### src/design/rob_pkg.sv
// shared types, constants and codes of the reorder buffer
`timescale 1ns / 1ps
package rob_pkg;
    localparam int ROB_DEPTH_DEF    = 16;
    localparam int COMMIT_WIDTH_DEF = 4;
    localparam int PC_REGISTER_DEF  = 30;
    localparam int TDATA_IN_W       = 72;
    localparam int TDATA_OUT_W      = 72;
    localparam int TUSER_IN_W       = 2;
    localparam int TUSER_OUT_W      = 4;

    localparam logic [1:0] CMD_ALLOC = 2'd0;
    localparam logic [1:0] CMD_WB    = 2'd1;
    localparam logic [1:0] CMD_COMMIT= 2'd2;

    localparam logic [1:0] TY_REG    = 2'd0;
    localparam logic [1:0] TY_MEM    = 2'd1;
    localparam logic [1:0] TY_BRANCH = 2'd2;
    localparam logic [1:0] TY_HALT   = 2'd3;

    localparam logic [3:0] K_ALLOC   = 4'd0;
    localparam logic [3:0] K_FULL    = 4'd1;
    localparam logic [3:0] K_WRITTEN = 4'd2;
    localparam logic [3:0] K_IGNORED = 4'd3;
    localparam logic [3:0] K_REG     = 4'd4;
    localparam logic [3:0] K_MEM     = 4'd5;
    localparam logic [3:0] K_HALT    = 4'd6;
    localparam logic [3:0] K_FLUSH   = 4'd7;
    localparam logic [3:0] K_BROK    = 4'd8;
    localparam logic [3:0] K_NONE    = 4'd9;
    localparam logic [3:0] K_PCERR   = 4'd10;

    typedef struct packed {
        logic [3:0]  kind;
        logic [3:0]  out_tag;
        logic [15:0] out_dest;
        logic [31:0] out_value;
        logic        mispredict;
        logic [15:0] predictor_pc;
        logic        predictor_taken;
        logic        last;
    } t_result;
endpackage

### src/design/rob_cell.sv
// one reorder buffer slot: holds an entry and shifts toward the head on retire
`timescale 1ns / 1ps
module rob_cell #(
    parameter int TAG_W = 4
) (
    input  logic              i_clk,
    input  logic              i_rst_n,
    input  logic              i_shift,
    input  logic              i_flush,
    input  logic              i_load,
    input  logic              i_wb,
    input  logic              i_nb_valid,
    input  logic              i_nb_ready,
    input  logic              i_nb_mis,
    input  logic [1:0]        i_nb_type,
    input  logic [15:0]       i_nb_dest,
    input  logic [31:0]       i_nb_value,
    input  logic [15:0]       i_nb_bpc,
    input  logic [TAG_W-1:0]  i_nb_tag,
    input  logic [1:0]        i_ld_type,
    input  logic [15:0]       i_ld_dest,
    input  logic [31:0]       i_ld_value,
    input  logic [15:0]       i_ld_bpc,
    input  logic [TAG_W-1:0]  i_ld_tag,
    input  logic [15:0]       i_wb_dest,
    input  logic [31:0]       i_wb_value,
    output logic              o_valid,
    output logic              o_ready,
    output logic              o_mis,
    output logic [1:0]        o_type,
    output logic [15:0]       o_dest,
    output logic [31:0]       o_value,
    output logic [15:0]       o_bpc,
    output logic [TAG_W-1:0]  o_tag
);
    import rob_pkg::*;
    logic r_valid, r_ready, r_mis;

    always_ff @(posedge i_clk) begin
        if (!i_rst_n || i_flush) begin
            r_valid <= 1'b0;
            r_ready <= 1'b0;
            r_mis   <= 1'b0;
        end else if (i_shift) begin
            r_valid <= i_nb_valid;
            r_ready <= i_nb_ready;
            r_mis   <= i_nb_mis;
            o_type  <= i_nb_type;
            o_dest  <= i_nb_dest;
            o_value <= i_nb_value;
            o_bpc   <= i_nb_bpc;
            o_tag   <= i_nb_tag;
        end else if (i_load) begin
            r_valid <= 1'b1;
            r_ready <= (i_ld_type == TY_HALT);
            r_mis   <= 1'b0;
            o_type  <= i_ld_type;
            o_dest  <= i_ld_dest;
            o_value <= i_ld_value;
            o_bpc   <= i_ld_bpc;
            o_tag   <= i_ld_tag;
        end else if (i_wb) begin
            r_ready <= 1'b1;
            r_mis   <= (o_type == TY_BRANCH) && (i_wb_value != o_value);
            o_dest  <= i_wb_dest;
            o_value <= i_wb_value;
        end
    end
    assign o_valid = r_valid;
    assign o_ready = r_ready;
    assign o_mis   = r_mis;
endmodule

### src/design/reorder_buffer_commit.sv
// Reorder buffer with in-order commit, built as a shifting chain of slots.
// Slave channel: tuser carries the command, tdata the other command fields.
// Master channel: tuser carries the result kind; one to COMMIT_WIDTH result
// beats per command, the final beat flagged by tlast. Slot 0 is the head.
// Allocate, writeback and unknown commands are answered at the accepting
// edge, so their beat is valid in the next cycle and one such command can
// be taken every cycle while the receiver keeps up.
// A commit emits its result beats after the accepting cycle, one after
// another (up to COMMIT_WIDTH, or one none beat when the head is not
// ready) whenever the output register is free; the slave side is held
// until the last beat has entered the output register.
// Each commit beat with a ready head shifts the whole chain one slot toward the head; a none beat leaves it.
// The output register holds while the receiver stalls, and the slave side
// and the commit walk wait until it is taken.
// Reset empties the buffer, frees all tags and drops any pending beat.
// A mispredicted branch at commit clears every slot at once.
`timescale 1ns / 1ps
module reorder_buffer_commit #(
    parameter int ROB_DEPTH    = rob_pkg::ROB_DEPTH_DEF,
    parameter int COMMIT_WIDTH = rob_pkg::COMMIT_WIDTH_DEF,
    parameter int PC_REGISTER  = rob_pkg::PC_REGISTER_DEF
) (
    input  logic                            i_clk,
    input  logic                            i_rst_n,
    input  logic                            s_axis_tvalid,
    output logic                            s_axis_tready,
    // instr_type, dest, predicted_taken, branch_pc, tag, value, pad
    input  logic [rob_pkg::TDATA_IN_W-1:0]  s_axis_tdata,
    // command
    input  logic [rob_pkg::TUSER_IN_W-1:0]  s_axis_tuser,
    output logic                            m_axis_tvalid,
    input  logic                            m_axis_tready,
    // out_tag, out_dest, out_value, mispredict, predictor_pc,
    // predictor_taken, pad
    output logic [rob_pkg::TDATA_OUT_W-1:0] m_axis_tdata,
    // kind
    output logic [rob_pkg::TUSER_OUT_W-1:0] m_axis_tuser,
    output logic                            m_axis_tlast
);
    import rob_pkg::*;
    localparam int TAG_W = (ROB_DEPTH > 1) ? $clog2(ROB_DEPTH) : 1;
    localparam int OCC_W = $clog2(ROB_DEPTH + 1);
    localparam int CNT_W = $clog2(COMMIT_WIDTH + 1);

    logic [1:0]  in_cmd, in_type;
    logic [15:0] in_dest, in_bpc;
    logic        in_pred;
    logic [3:0]  in_tag;
    logic [31:0] in_value;
    assign in_cmd   = s_axis_tuser;
    assign in_type  = s_axis_tdata[1:0];
    assign in_dest  = s_axis_tdata[17:2];
    assign in_pred  = s_axis_tdata[18];
    assign in_bpc   = s_axis_tdata[34:19];
    assign in_tag   = s_axis_tdata[38:35];
    assign in_value = s_axis_tdata[70:39];

    logic [ROB_DEPTH-1:0]  c_valid, c_ready, c_mis, c_load, c_wb, c_match;
    logic [1:0]            c_type  [ROB_DEPTH];
    logic [15:0]           c_dest  [ROB_DEPTH];
    logic [31:0]           c_value [ROB_DEPTH];
    logic [15:0]           c_bpc   [ROB_DEPTH];
    logic [TAG_W-1:0]      c_tag   [ROB_DEPTH];

    logic                  r_busy, r_ovalid;
    t_result               r_out, n_out;
    logic [CNT_W-1:0]      r_cnt;
    logic [OCC_W-1:0]      r_occ;
    logic [ROB_DEPTH-1:0]  r_tags;
    logic                  shift, flush, emit, done, accept, out_free;
    logic [TAG_W-1:0]      free_tag;
    logic                  free_found;

    assign out_free      = !r_ovalid || m_axis_tready;
    assign s_axis_tready = !r_busy && out_free;
    assign accept        = s_axis_tvalid && s_axis_tready;

    always_comb begin
        free_tag   = '0;
        free_found = 1'b0;
        for (int t = ROB_DEPTH - 1; t >= 0; t--) begin
            if (!r_tags[t]) begin
                free_tag   = TAG_W'(t);
                free_found = 1'b1;
            end
        end
    end

    logic [ROB_DEPTH-1:0] wb_first;
    always_comb begin
        for (int i = 0; i < ROB_DEPTH; i++) begin
            c_match[i] = c_valid[i] && !c_ready[i]
                         && (32'(in_tag) == 32'(c_tag[i]));
        end
        wb_first = c_match & (~c_match + 1'b1);
    end

    logic full;
    assign full = (r_occ == OCC_W'(ROB_DEPTH));

    always_comb begin
        for (int i = 0; i < ROB_DEPTH; i++) begin
            c_load[i] = accept && in_cmd == CMD_ALLOC && !full && r_occ == OCC_W'(i);
            c_wb[i]   = accept && in_cmd == CMD_WB && wb_first[i];
        end
    end

    logic [1:0]  ld_type;
    logic [15:0] ld_dest;
    logic [31:0] ld_value;
    assign ld_type  = in_type;
    assign ld_dest  = (in_type == TY_REG || in_type == TY_BRANCH) ? in_dest : 16'hFFFF;
    assign ld_value = (in_type == TY_BRANCH) ? {31'd0, in_pred} : 32'hFFFF_FFFF;

    // commit step at the head
    logic head_ok;
    assign head_ok = c_valid[0] && c_ready[0];
    assign emit    = r_busy && out_free;
    assign shift   = emit && head_ok;

    logic stop;
    always_comb begin
        n_out = '0;
        stop  = 1'b0;
        flush = 1'b0;
        if (!head_ok) begin
            n_out.kind = K_NONE;
        end else begin
            n_out.out_tag = 4'(c_tag[0]);
            n_out.out_dest = c_dest[0];
            case (c_type[0])
                TY_REG: begin
                    if (c_dest[0] == 16'(PC_REGISTER)) begin
                        n_out.kind = K_PCERR;
                        stop = 1'b1;
                    end else begin
                        n_out.kind = K_REG;
                        n_out.out_value = c_value[0];
                    end
                end
                TY_MEM: begin
                    n_out.kind = K_MEM;
                    n_out.out_value = c_value[0];
                end
                TY_BRANCH: begin
                    stop = 1'b1;
                    if (c_mis[0]) begin
                        n_out.kind = K_FLUSH;
                        flush = emit;
                    end else begin
                        n_out.kind = K_BROK;
                        n_out.out_value = c_value[0];
                    end
                end
                default: begin
                    n_out.kind = K_HALT;
                    n_out.out_dest = '0;
                end
            endcase
        end
        // last beat of this commit: empty head, stop, final slot, or no ready entry behind
        done = !head_ok || stop || r_cnt == CNT_W'(COMMIT_WIDTH - 1)
               || !(c_valid[1 % ROB_DEPTH] && c_ready[1 % ROB_DEPTH] && ROB_DEPTH > 1);
        n_out.last = done;
    end

    t_result in_res;
    always_comb begin
        in_res = '0;
        in_res.last = 1'b1;
        case (in_cmd)
            CMD_ALLOC: begin
                if (full) begin
                    in_res.kind = K_FULL;
                end else begin
                    in_res.kind    = K_ALLOC;
                    in_res.out_tag = 4'(free_tag);
                end
            end
            CMD_WB: begin
                if (c_match == '0) begin
                    in_res.kind = K_IGNORED;
                end else begin
                    in_res.kind      = K_WRITTEN;
                    in_res.out_tag   = in_tag;
                    in_res.out_value = in_value;
                    for (int i = 0; i < ROB_DEPTH; i++) begin
                        if (wb_first[i] && c_type[i] == TY_BRANCH) begin
                            in_res.mispredict      = (in_value != c_value[i]);
                            in_res.predictor_pc    = c_bpc[i];
                            in_res.predictor_taken = (in_value != 32'd0);
                        end
                    end
                end
            end
            default: in_res.kind = K_IGNORED;
        endcase
    end

    always_ff @(posedge i_clk) begin
        if (!i_rst_n) begin
            r_busy   <= 1'b0;
            r_ovalid <= 1'b0;
            r_cnt    <= '0;
            r_occ    <= '0;
            r_tags   <= '0;
        end else begin
            if (accept) begin
                if (in_cmd == CMD_COMMIT) begin
                    r_busy <= 1'b1;
                    r_cnt  <= '0;
                    if (m_axis_tready) r_ovalid <= 1'b0;
                end else begin
                    r_ovalid <= 1'b1;
                    r_out    <= in_res;
                    if (in_cmd == CMD_ALLOC && !full && free_found) begin
                        r_tags[free_tag] <= 1'b1;
                        r_occ <= r_occ + 1'b1;
                    end
                end
            end else if (emit) begin
                r_ovalid  <= 1'b1;
                r_out     <= n_out;
                r_cnt     <= r_cnt + 1'b1;
                if (done) r_busy <= 1'b0;
                if (flush) begin
                    r_occ  <= '0;
                    r_tags <= '0;
                end else if (shift) begin
                    r_occ <= r_occ - 1'b1;
                    r_tags[c_tag[0]] <= 1'b0;
                end
            end else if (m_axis_tready) begin
                r_ovalid <= 1'b0;
            end
        end
    end

    for (genvar g = 0; g < ROB_DEPTH; g++) begin : g_cell
        localparam int NB = (g + 1 < ROB_DEPTH) ? g + 1 : g;
        logic nb_v;
        assign nb_v = (g + 1 < ROB_DEPTH) ? c_valid[NB] : 1'b0;
        rob_cell #(.TAG_W(TAG_W)) u_cell (
            .i_clk(i_clk), .i_rst_n(i_rst_n),
            .i_shift(shift && !flush), .i_flush(flush),
            .i_load(c_load[g]), .i_wb(c_wb[g]),
            .i_nb_valid(nb_v), .i_nb_ready(c_ready[NB] && nb_v),
            .i_nb_mis(c_mis[NB] && nb_v),
            .i_nb_type(c_type[NB]), .i_nb_dest(c_dest[NB]), .i_nb_value(c_value[NB]),
            .i_nb_bpc(c_bpc[NB]), .i_nb_tag(c_tag[NB]),
            .i_ld_type(ld_type), .i_ld_dest(ld_dest), .i_ld_value(ld_value),
            .i_ld_bpc(in_bpc), .i_ld_tag(free_tag),
            .i_wb_dest(in_dest), .i_wb_value(in_value),
            .o_valid(c_valid[g]), .o_ready(c_ready[g]), .o_mis(c_mis[g]),
            .o_type(c_type[g]), .o_dest(c_dest[g]), .o_value(c_value[g]),
            .o_bpc(c_bpc[g]), .o_tag(c_tag[g])
        );
    end

    assign m_axis_tvalid = r_ovalid;
    assign m_axis_tlast  = r_out.last;
    assign m_axis_tuser  = r_out.kind;
    assign m_axis_tdata  = {2'b00, r_out.predictor_taken, r_out.predictor_pc,
                            r_out.mispredict, r_out.out_value, r_out.out_dest,
                            r_out.out_tag};
endmodule

### config.mk
export PLATFORM = sky130hd
export DESIGN_NAME = reorder_buffer_commit
export DESIGN_NICKNAME = d
export VERILOG_FILES = /design/src/design/rob_pkg.sv /design/src/design/rob_cell.sv /design/src/design/reorder_buffer_commit.sv
export SDC_FILE = /design/constraint.sdc
export NUM_CORES = 2
export LEC_CHECK = 0
export CAP_MARGIN = 15
export CORE_ASPECT_RATIO = 0.75
export CORE_MARGIN = 8
export CORE_UTILIZATION = 45
export DETAILED_ROUTE_END_ITERATION = 8
export DONT_BUFFER_PORTS = 1
export GPL_ROUTABILITY_DRIVEN = 0
export GPL_TIMING_DRIVEN = 0
export SLEW_MARGIN = 30
export SYNTH_ARGS = -nofsm -noshare
export SYNTH_HDL_FRONTEND = slang
export SYNTH_SLANG_ARGS = --single-unit
### constraint.sdc
create_clock -name i_clk -period 9.65 [get_ports i_clk]
set_input_delay 0.965 -clock i_clk [delete_from_list [all_inputs] [get_ports i_clk]]
set_output_delay 0.965 -clock i_clk [all_outputs]
set_load 0.005 [all_outputs]
# Yosys cells after proc, flatten, opt, wreduce, memory -nomap -nowiden
# Index checks and enable logic that the tools add are counted.
[totals]
regBits = 1269
input_bits = 78
word_cells = 886
[classes]
addsub = 4
order_cmp = 4
n_eq_ne = 74
n_mux = 409
bitwise_logic = 7
n_reduce_logical = 247
[ops]
columns = ["operator", "count"]
rows = [
  ["$mux 32", 50],
  ["$mux 16", 85],
  ["$ne 32x32->1", 16],
  ["$mux 18", 16],
  ["$mux 75", 3],
  ["$mux 4", 51],
  ["$mux 1", 155],
  ["$logic_and 1x1->1", 139],
  ["$mux 50", 2],
  ["$pmux 32 s3", 1],
  ["$eq 4x4->1", 16],
  ["$reduce_and 2->1", 31],
  ["$mux 2", 30],
  ["$mux 52", 1],
  ["$reduce_bool 3->1", 16],
  ["$eq 5x4->1 const B", 8],
  ["$eq 2x2->1 const B", 19],
  ["$reduce_bool 2->1", 18],
  ["$and 16x16->16", 2],
  ["$not 16->16", 2],
  ["$reduce_bool 32->1", 1],
  ["$mux 5", 6],
  ["$logic_not 1->1", 23],
  ["$eq 5x3->1 const B", 4],
  ["29 further kinds", 50],
]

# Logic depth before layout (Yosys ltp)
[logic_depth]
word_depth = 27
depth_mapped = 14

# Modules after synthesis
# Synthesis repeated with hierarchy kept, for this count alone.
[hier_totals]
hier_cells = 6863
hier_area_um2 = 76490.9
[by_module_without_submodules]
columns = ["module", "instances", "cells_each", "area_per_inst_um2"]
rows = [
  ["rob_cell", 16, 321, 3900.0],
  ["reorder_buffer_commit", 1, 1727, 14091.0],
]

# Worst setup path after synthesis
# No wires, ideal clock.
[synth_path]
path_type = "input port to flip-flop"
startpoint = "in s_axis_tdata[37] (netlist name)"
endpoint = "reg g_cell[15].u_cell.o_dest[0] (enable)"
setup_ns = 0.469
t_arrival_ns = 4.941
required_ns = 9.181
setup_slack_ns = 4.240
stages = 11
n_path_buf = 3
cell_sequence = "buf_4 buf_6 nand2b_1 o2111ai_2 or2_2 nand2_2 nor4_4 buf_6 and2_1 nand2_1 a21oi_1"
[synth_between]
elab_chain_cells = 8
elab_cells_between_ends = 38
[synth_lines]
columns = ["element", "line", "rtl"]
rows = [
  ["start, declared", "reorder_buffer_commit.sv:28", "input logic [rob_pkg::TDATA_IN_W-1:0] s_axis_tdata,"],
  ["$eq 4x4->1", "reorder_buffer_commit.sv:93", "&& (32'(in_tag) == 32'(c_tag[i]));"],
  ["$logic_and 1x1->1", "reorder_buffer_commit.sv:93", ""],
  ["$not 16->16", "reorder_buffer_commit.sv:95", "wb_first = c_match & (~c_match + 1'b1);"],
  ["$add 16x1->16", "reorder_buffer_commit.sv:95", ""],
  ["$and 16x16->16 (*)", "reorder_buffer_commit.sv:95", ""],
  ["$logic_and 1x1->1 (*)", "reorder_buffer_commit.sv:104", "c_wb[i] = accept && in_cmd == CMD_WB && wb_first[i];"],
  ["$reduce_bool 2->1 (no source line) (*)", "--", ""],
  ["$reduce_and 3->1 (no source line) (*)", "--", ""],
  ["end signal, assigned", "rob_cell.sv:49", "o_dest <= i_nb_dest;"],
  ["end signal, assigned", "rob_cell.sv:58", "o_dest <= i_ld_dest;"],
  ["end signal, assigned", "rob_cell.sv:65", "o_dest <= i_wb_dest;"],
  ["end, declared", "rob_cell.sv:31", "output logic [15:0] o_dest,"],
]
# Every way passes the cells marked *; elsewhere a longest branch is shown, timed or not.
# A chain may end at the register's enable or synchronous reset.

# Worst setup path after layout
[layout_path]
startpoint = "reg r_occ[0]"
endpoint = "reg g_cell[9].u_cell.o_value[20] (enable)"
[layout_between]
elab_chain_cells = 6
elab_cells_between_ends = 7
[layout_lines]
columns = ["element", "line", "rtl"]
rows = [
  ["start, declared", "reorder_buffer_commit.sv:68", "logic [OCC_W-1:0] r_occ;"],
  ["start signal, assigned", "reorder_buffer_commit.sv:218", "r_occ <= r_occ + 1'b1;"],
  ["start signal, assigned", "reorder_buffer_commit.sv:230", "r_occ <= r_occ - 1'b1;"],
  ["$eq 5x5->1", "reorder_buffer_commit.sv:99", "assign full = (r_occ == OCC_W'(ROB_DEPTH));"],
  ["$logic_not 1->1", "reorder_buffer_commit.sv:103", "c_load[i] = accept && in_cmd == CMD_ALLOC && !full && r_occ == OCC_W'(i);"],
  ["$logic_and 1x1->1", "reorder_buffer_commit.sv:103", ""],
  ["$logic_and 1x1->1 (*)", "reorder_buffer_commit.sv:103", ""],
  ["$reduce_bool 3->1 (no source line) (*)", "--", ""],
  ["$reduce_and 2->1 (no source line) (*)", "--", ""],
  ["end signal, assigned", "rob_cell.sv:50", "o_value <= i_nb_value;"],
  ["end signal, assigned", "rob_cell.sv:59", "o_value <= i_ld_value;"],
  ["end signal, assigned", "rob_cell.sv:66", "o_value <= i_wb_value;"],
  ["end, declared", "rob_cell.sv:32", "output logic [31:0] o_value,"],
]
# Marks and branches as above.

==> results.yml <==
floorplanning:
  fp.dieW_um: 444
  start_util: 0.455
  die_h_um: 337
  io_pins: 157
  rows: 117
  dieArea_um2: 150000
  core_region_area_um2: 136000
sta:
  finalMaxSlewViolations: 0
  fin_crit_sh: 0.540
  hold_violations: 0
  final.setup_skew_ns: 0.0440
  fin_ws_ns: 4.43
  tns_ns: 0
  post-route-min-period_ns: 5.22
  worst_slew_pin_slew_ns: 1.19
  rsz0062_at_grt: "no"
  setup_viol: 0
  fmax_ghz: 0.192
  slew_headroom: 0.208
  hold_ws_ns: 0.255
detailed_routing:
  firstDrtPassIters: 9
  avgViaCountPerCell: 6.80
  routed_wl_um: 252000
  drc: 0
  vias: 50300
  wl_per_cell_um: 34.0
  drt_iter0_markers: 9414
  ant_nets: 0
worst_setup_path:
  crit_path_top_delay_cell: "nor2_1"
  ff2ff_path_depth: 11
  critPathKind: "register to register"
  crit_fanout: 21
  r2r-start: "r_occ[0]"
  crit_chain: "inv_1, ha_1, a311oi_2, nand2_1, nor2_2, nand2_1, nor2_1, nor2_1, clkbuf_1, a21oi_4, buf_8"
  worstPathArrival_ns: 5.72
  required_ns: 10.15
  crit_path_start_kind: "register"
  worstSetupEndpointType: "register"
  crit-reg2reg-capture: "g_cell[9].u_cell.o_value[20]"
  critPathMaxStageDelay_ns: 0.76
  ff2ff_setup_slack_ns: 4.43
power:
  power_frac_comb: 0.065
  power_switching_w: 0.00287
  powerDensity_nw_per_um2: 171
  p_int_w: 0.00918
  seq_power_share: 0.503
  p_clk_frac: 0.432
  ir_drop_mv: 0.149
  leakage_nw: 24.1
  swShare: 0.238
clock_tree:
  cts_resized: 0
  postCtsSetupBuffers: 0
  clockRootBuffer: "clkbuf_16"
  cts_tree: "done"
  cts.sinks: 1269
  h-tree-depth: 4
  clk_pin_slew_ns: 0.07
  cts-buffers-inserted: 136
  cts_hold_buffers: 0
  clock_latency_ns: 0.81
  cts_buffer_depth: 3
synth:
  async_reset_ff_frac: 0
  postSynthAreaPerCell_um2: 11.7
  syn_area_um2: 61800
  synth.ff_latch_count: 1269
  synthCells: 5291
  ys_types: 95
  seq_area_frac_synth: 0.604
  synth_edf_count: 1195
  yosys_warnings: 0
  yosys_most_used_dff: "edfxtp_1"
run:
  maxCapViolCount: 0
placement:
  port_buffers: 0
  dp_slack_ns: 4.38
  dpl.cell_count: 7140
  dp_hpwl_um: 185000
cells_and_area:
  layout_common_cells: "1,195 x edfxtp_1, 715 x nand2_1, 471 x a221o_1, 405 x nor2_1, 338 x clkbuf_1"
  fillers: 11700
  layout.cells.non_filler: 7401
  layout-drive-gt1-share: 0.0886
  seq_area_um2: 37400
  areaGrowthSynthToFinish_pct: 13.8
  multi_input_area_um2: 22600
  final_common_cell: "edfxtp_1"
  fin_nets: 5579
  fin_util: 0.517
worst_hold_path:
  min_to: "g_cell[15].u_cell.o_bpc[14]"
  hold_path.class: "primary input to register"
  hold_start: "s_axis_tdata[33]"
  holdPathStages: 0
global_route:
  track_usage: 0.322
  grt_pass1_wl_um: 347000
  grt_max_degree: 26
  grt_pass1_vias: 45300
  overflow: 0
  antenna_found_initial: 23
outcome:
  status: "complete, no violations"
## metrics by stage
stage	cell area [µm²]	total power [W]
CTS	70300	0.0120
finish	70300	0.0121
global placement	64100	0.00688
detailed placement	66000	0.00691
global route	70300	0.0122
floorplan	61800	0.00658
## critical path, delay by kind of cell (launching register included)
family                     cells  cell delay, ns
and+or+nand+nor                5            2.13
AOI/OAI and AO/OA              2            1.13
buffers and inverters          3            0.89
DFF                            1            0.41
adders and majority gates      1            0.33
## area by class of cell
cell class / count / area share
Antenna cell: 19 / 0.000676
Buffer: 495 / 0.0302
Clock buffer: 173 / 0.0526
Clock inverter: 69 / 0.00792
Inverter: 50 / 0.00267
Multi-Input combinational cell: 3478 / 0.321
Sequential cell: 1269 / 0.531
Tap cell: 1785 / 0.0317
Timing Repair Buffer: 63 / 0.0218
## flip-flops by register name (all words and copies together), names as in the netlist, 3 cells and up
| register | count |
|---|---|
| g_cell.u_cell.o_bpc | 256 |
| g_cell.u_cell.o_dest | 256 |
| g_cell.u_cell.o_mis | 16 |
| g_cell.u_cell.o_ready | 16 |
| g_cell.u_cell.o_tag | 64 |
| g_cell.u_cell.o_type | 32 |
| g_cell.u_cell.o_valid | 16 |
| g_cell.u_cell.o_value | 512 |
| m_axis_tdata | 70 |
| m_axis_tuser | 4 |
| r_cnt | 3 |
| r_occ | 5 |
| r_tags | 16 |
## power groups by stage
stage	logic [W]	clock network (W)	registers [W]
floorplan	0.000416	0	0.00617
global placement	0.000700	0	0.00618
detailed placement	0.000735	0	0.00617
CTS	0.000738	0.00519	0.00606
global route	0.000794	0.00539	0.00606
finish	0.000782	0.00521	0.00606
## worst max-delay path by stage
| stage | startpoint | end | slack [ns] | depth (start not counted) |
|---|---|---|---|---|
| final | r_occ[0] | g_cell[9].u_cell.o_value[20] | 4.43 | 11 |
| after global routing | r_occ[0] | g_cell[9].u_cell.o_value[14] | 4.29 | 11 |
| after CTS | r_occ[0] | g_cell[9].u_cell.o_value[21] | 4.74 | 11 |
| after detailed placement | s_axis_tdata[52] | m_axis_tdata[52] | 4.38 | 12 |
| after global placement | m_axis_tready | g_cell[9].u_cell.o_dest[11] | 1.13 | 9 |
| after floorplan | s_axis_tdata[37] | g_cell[15].u_cell.o_dest[0] | 4.24 | 11 |
## cells by family after synthesis
logic type               Yosys count  share of synthesized area
AO/OA/AOI/OAI                   1262                      0.159
XOR/XNOR                         556                     0.0788
AND/OR/NAND/NOR                 1640                      0.119
flip-flops                      1269                      0.604
other                              1                  0.0000607
buffers and inverters            545                     0.0356
adder cells (fa/ha/maj)            8                    0.00162
multiplexers                      10                    0.00166
## metal layers
metal	vias to the layer above	global-route usage	share of wire
li1	20400	-	-
met5	-	0.00317	0.00062
met4	16	0.135	0.051
met2	4268	0.423	0.38
met3	777	0.140	0.17
met1	24800	0.459	0.39
## synth_stat cells, drive strengths merged, types with 27 or more instances
| master | instances | area (µm²) |
|---|---|---|
| edfxtp | 1195 | 35900 |
| nand2 | 716 | 2690 |
| a221o | 471 | 4710 |
| nor2 | 438 | 1650 |
| clkbuf | 389 | 1460 |
| xor2 | 332 | 2910 |
| a21oi | 308 | 1540 |
| xnor2 | 224 | 1960 |
| o21ai | 115 | 576 |
| nor4 | 109 | 703 |
| buf | 106 | 549 |
| nand4 | 86 | 551 |
| a21o | 80 | 601 |
| nor3 | 76 | 400 |
| dfxtp | 74 | 1480 |
| nand3 | 55 | 285 |
| inv | 50 | 188 |
| nand2b | 43 | 272 |
| a22o | 42 | 368 |
| and2 | 34 | 215 |
| a211oi | 31 | 233 |
| a311oi | 27 | 243 |
| nor2b | 27 | 169 |
Note: power is estimated with default switching activity, not from simulation.
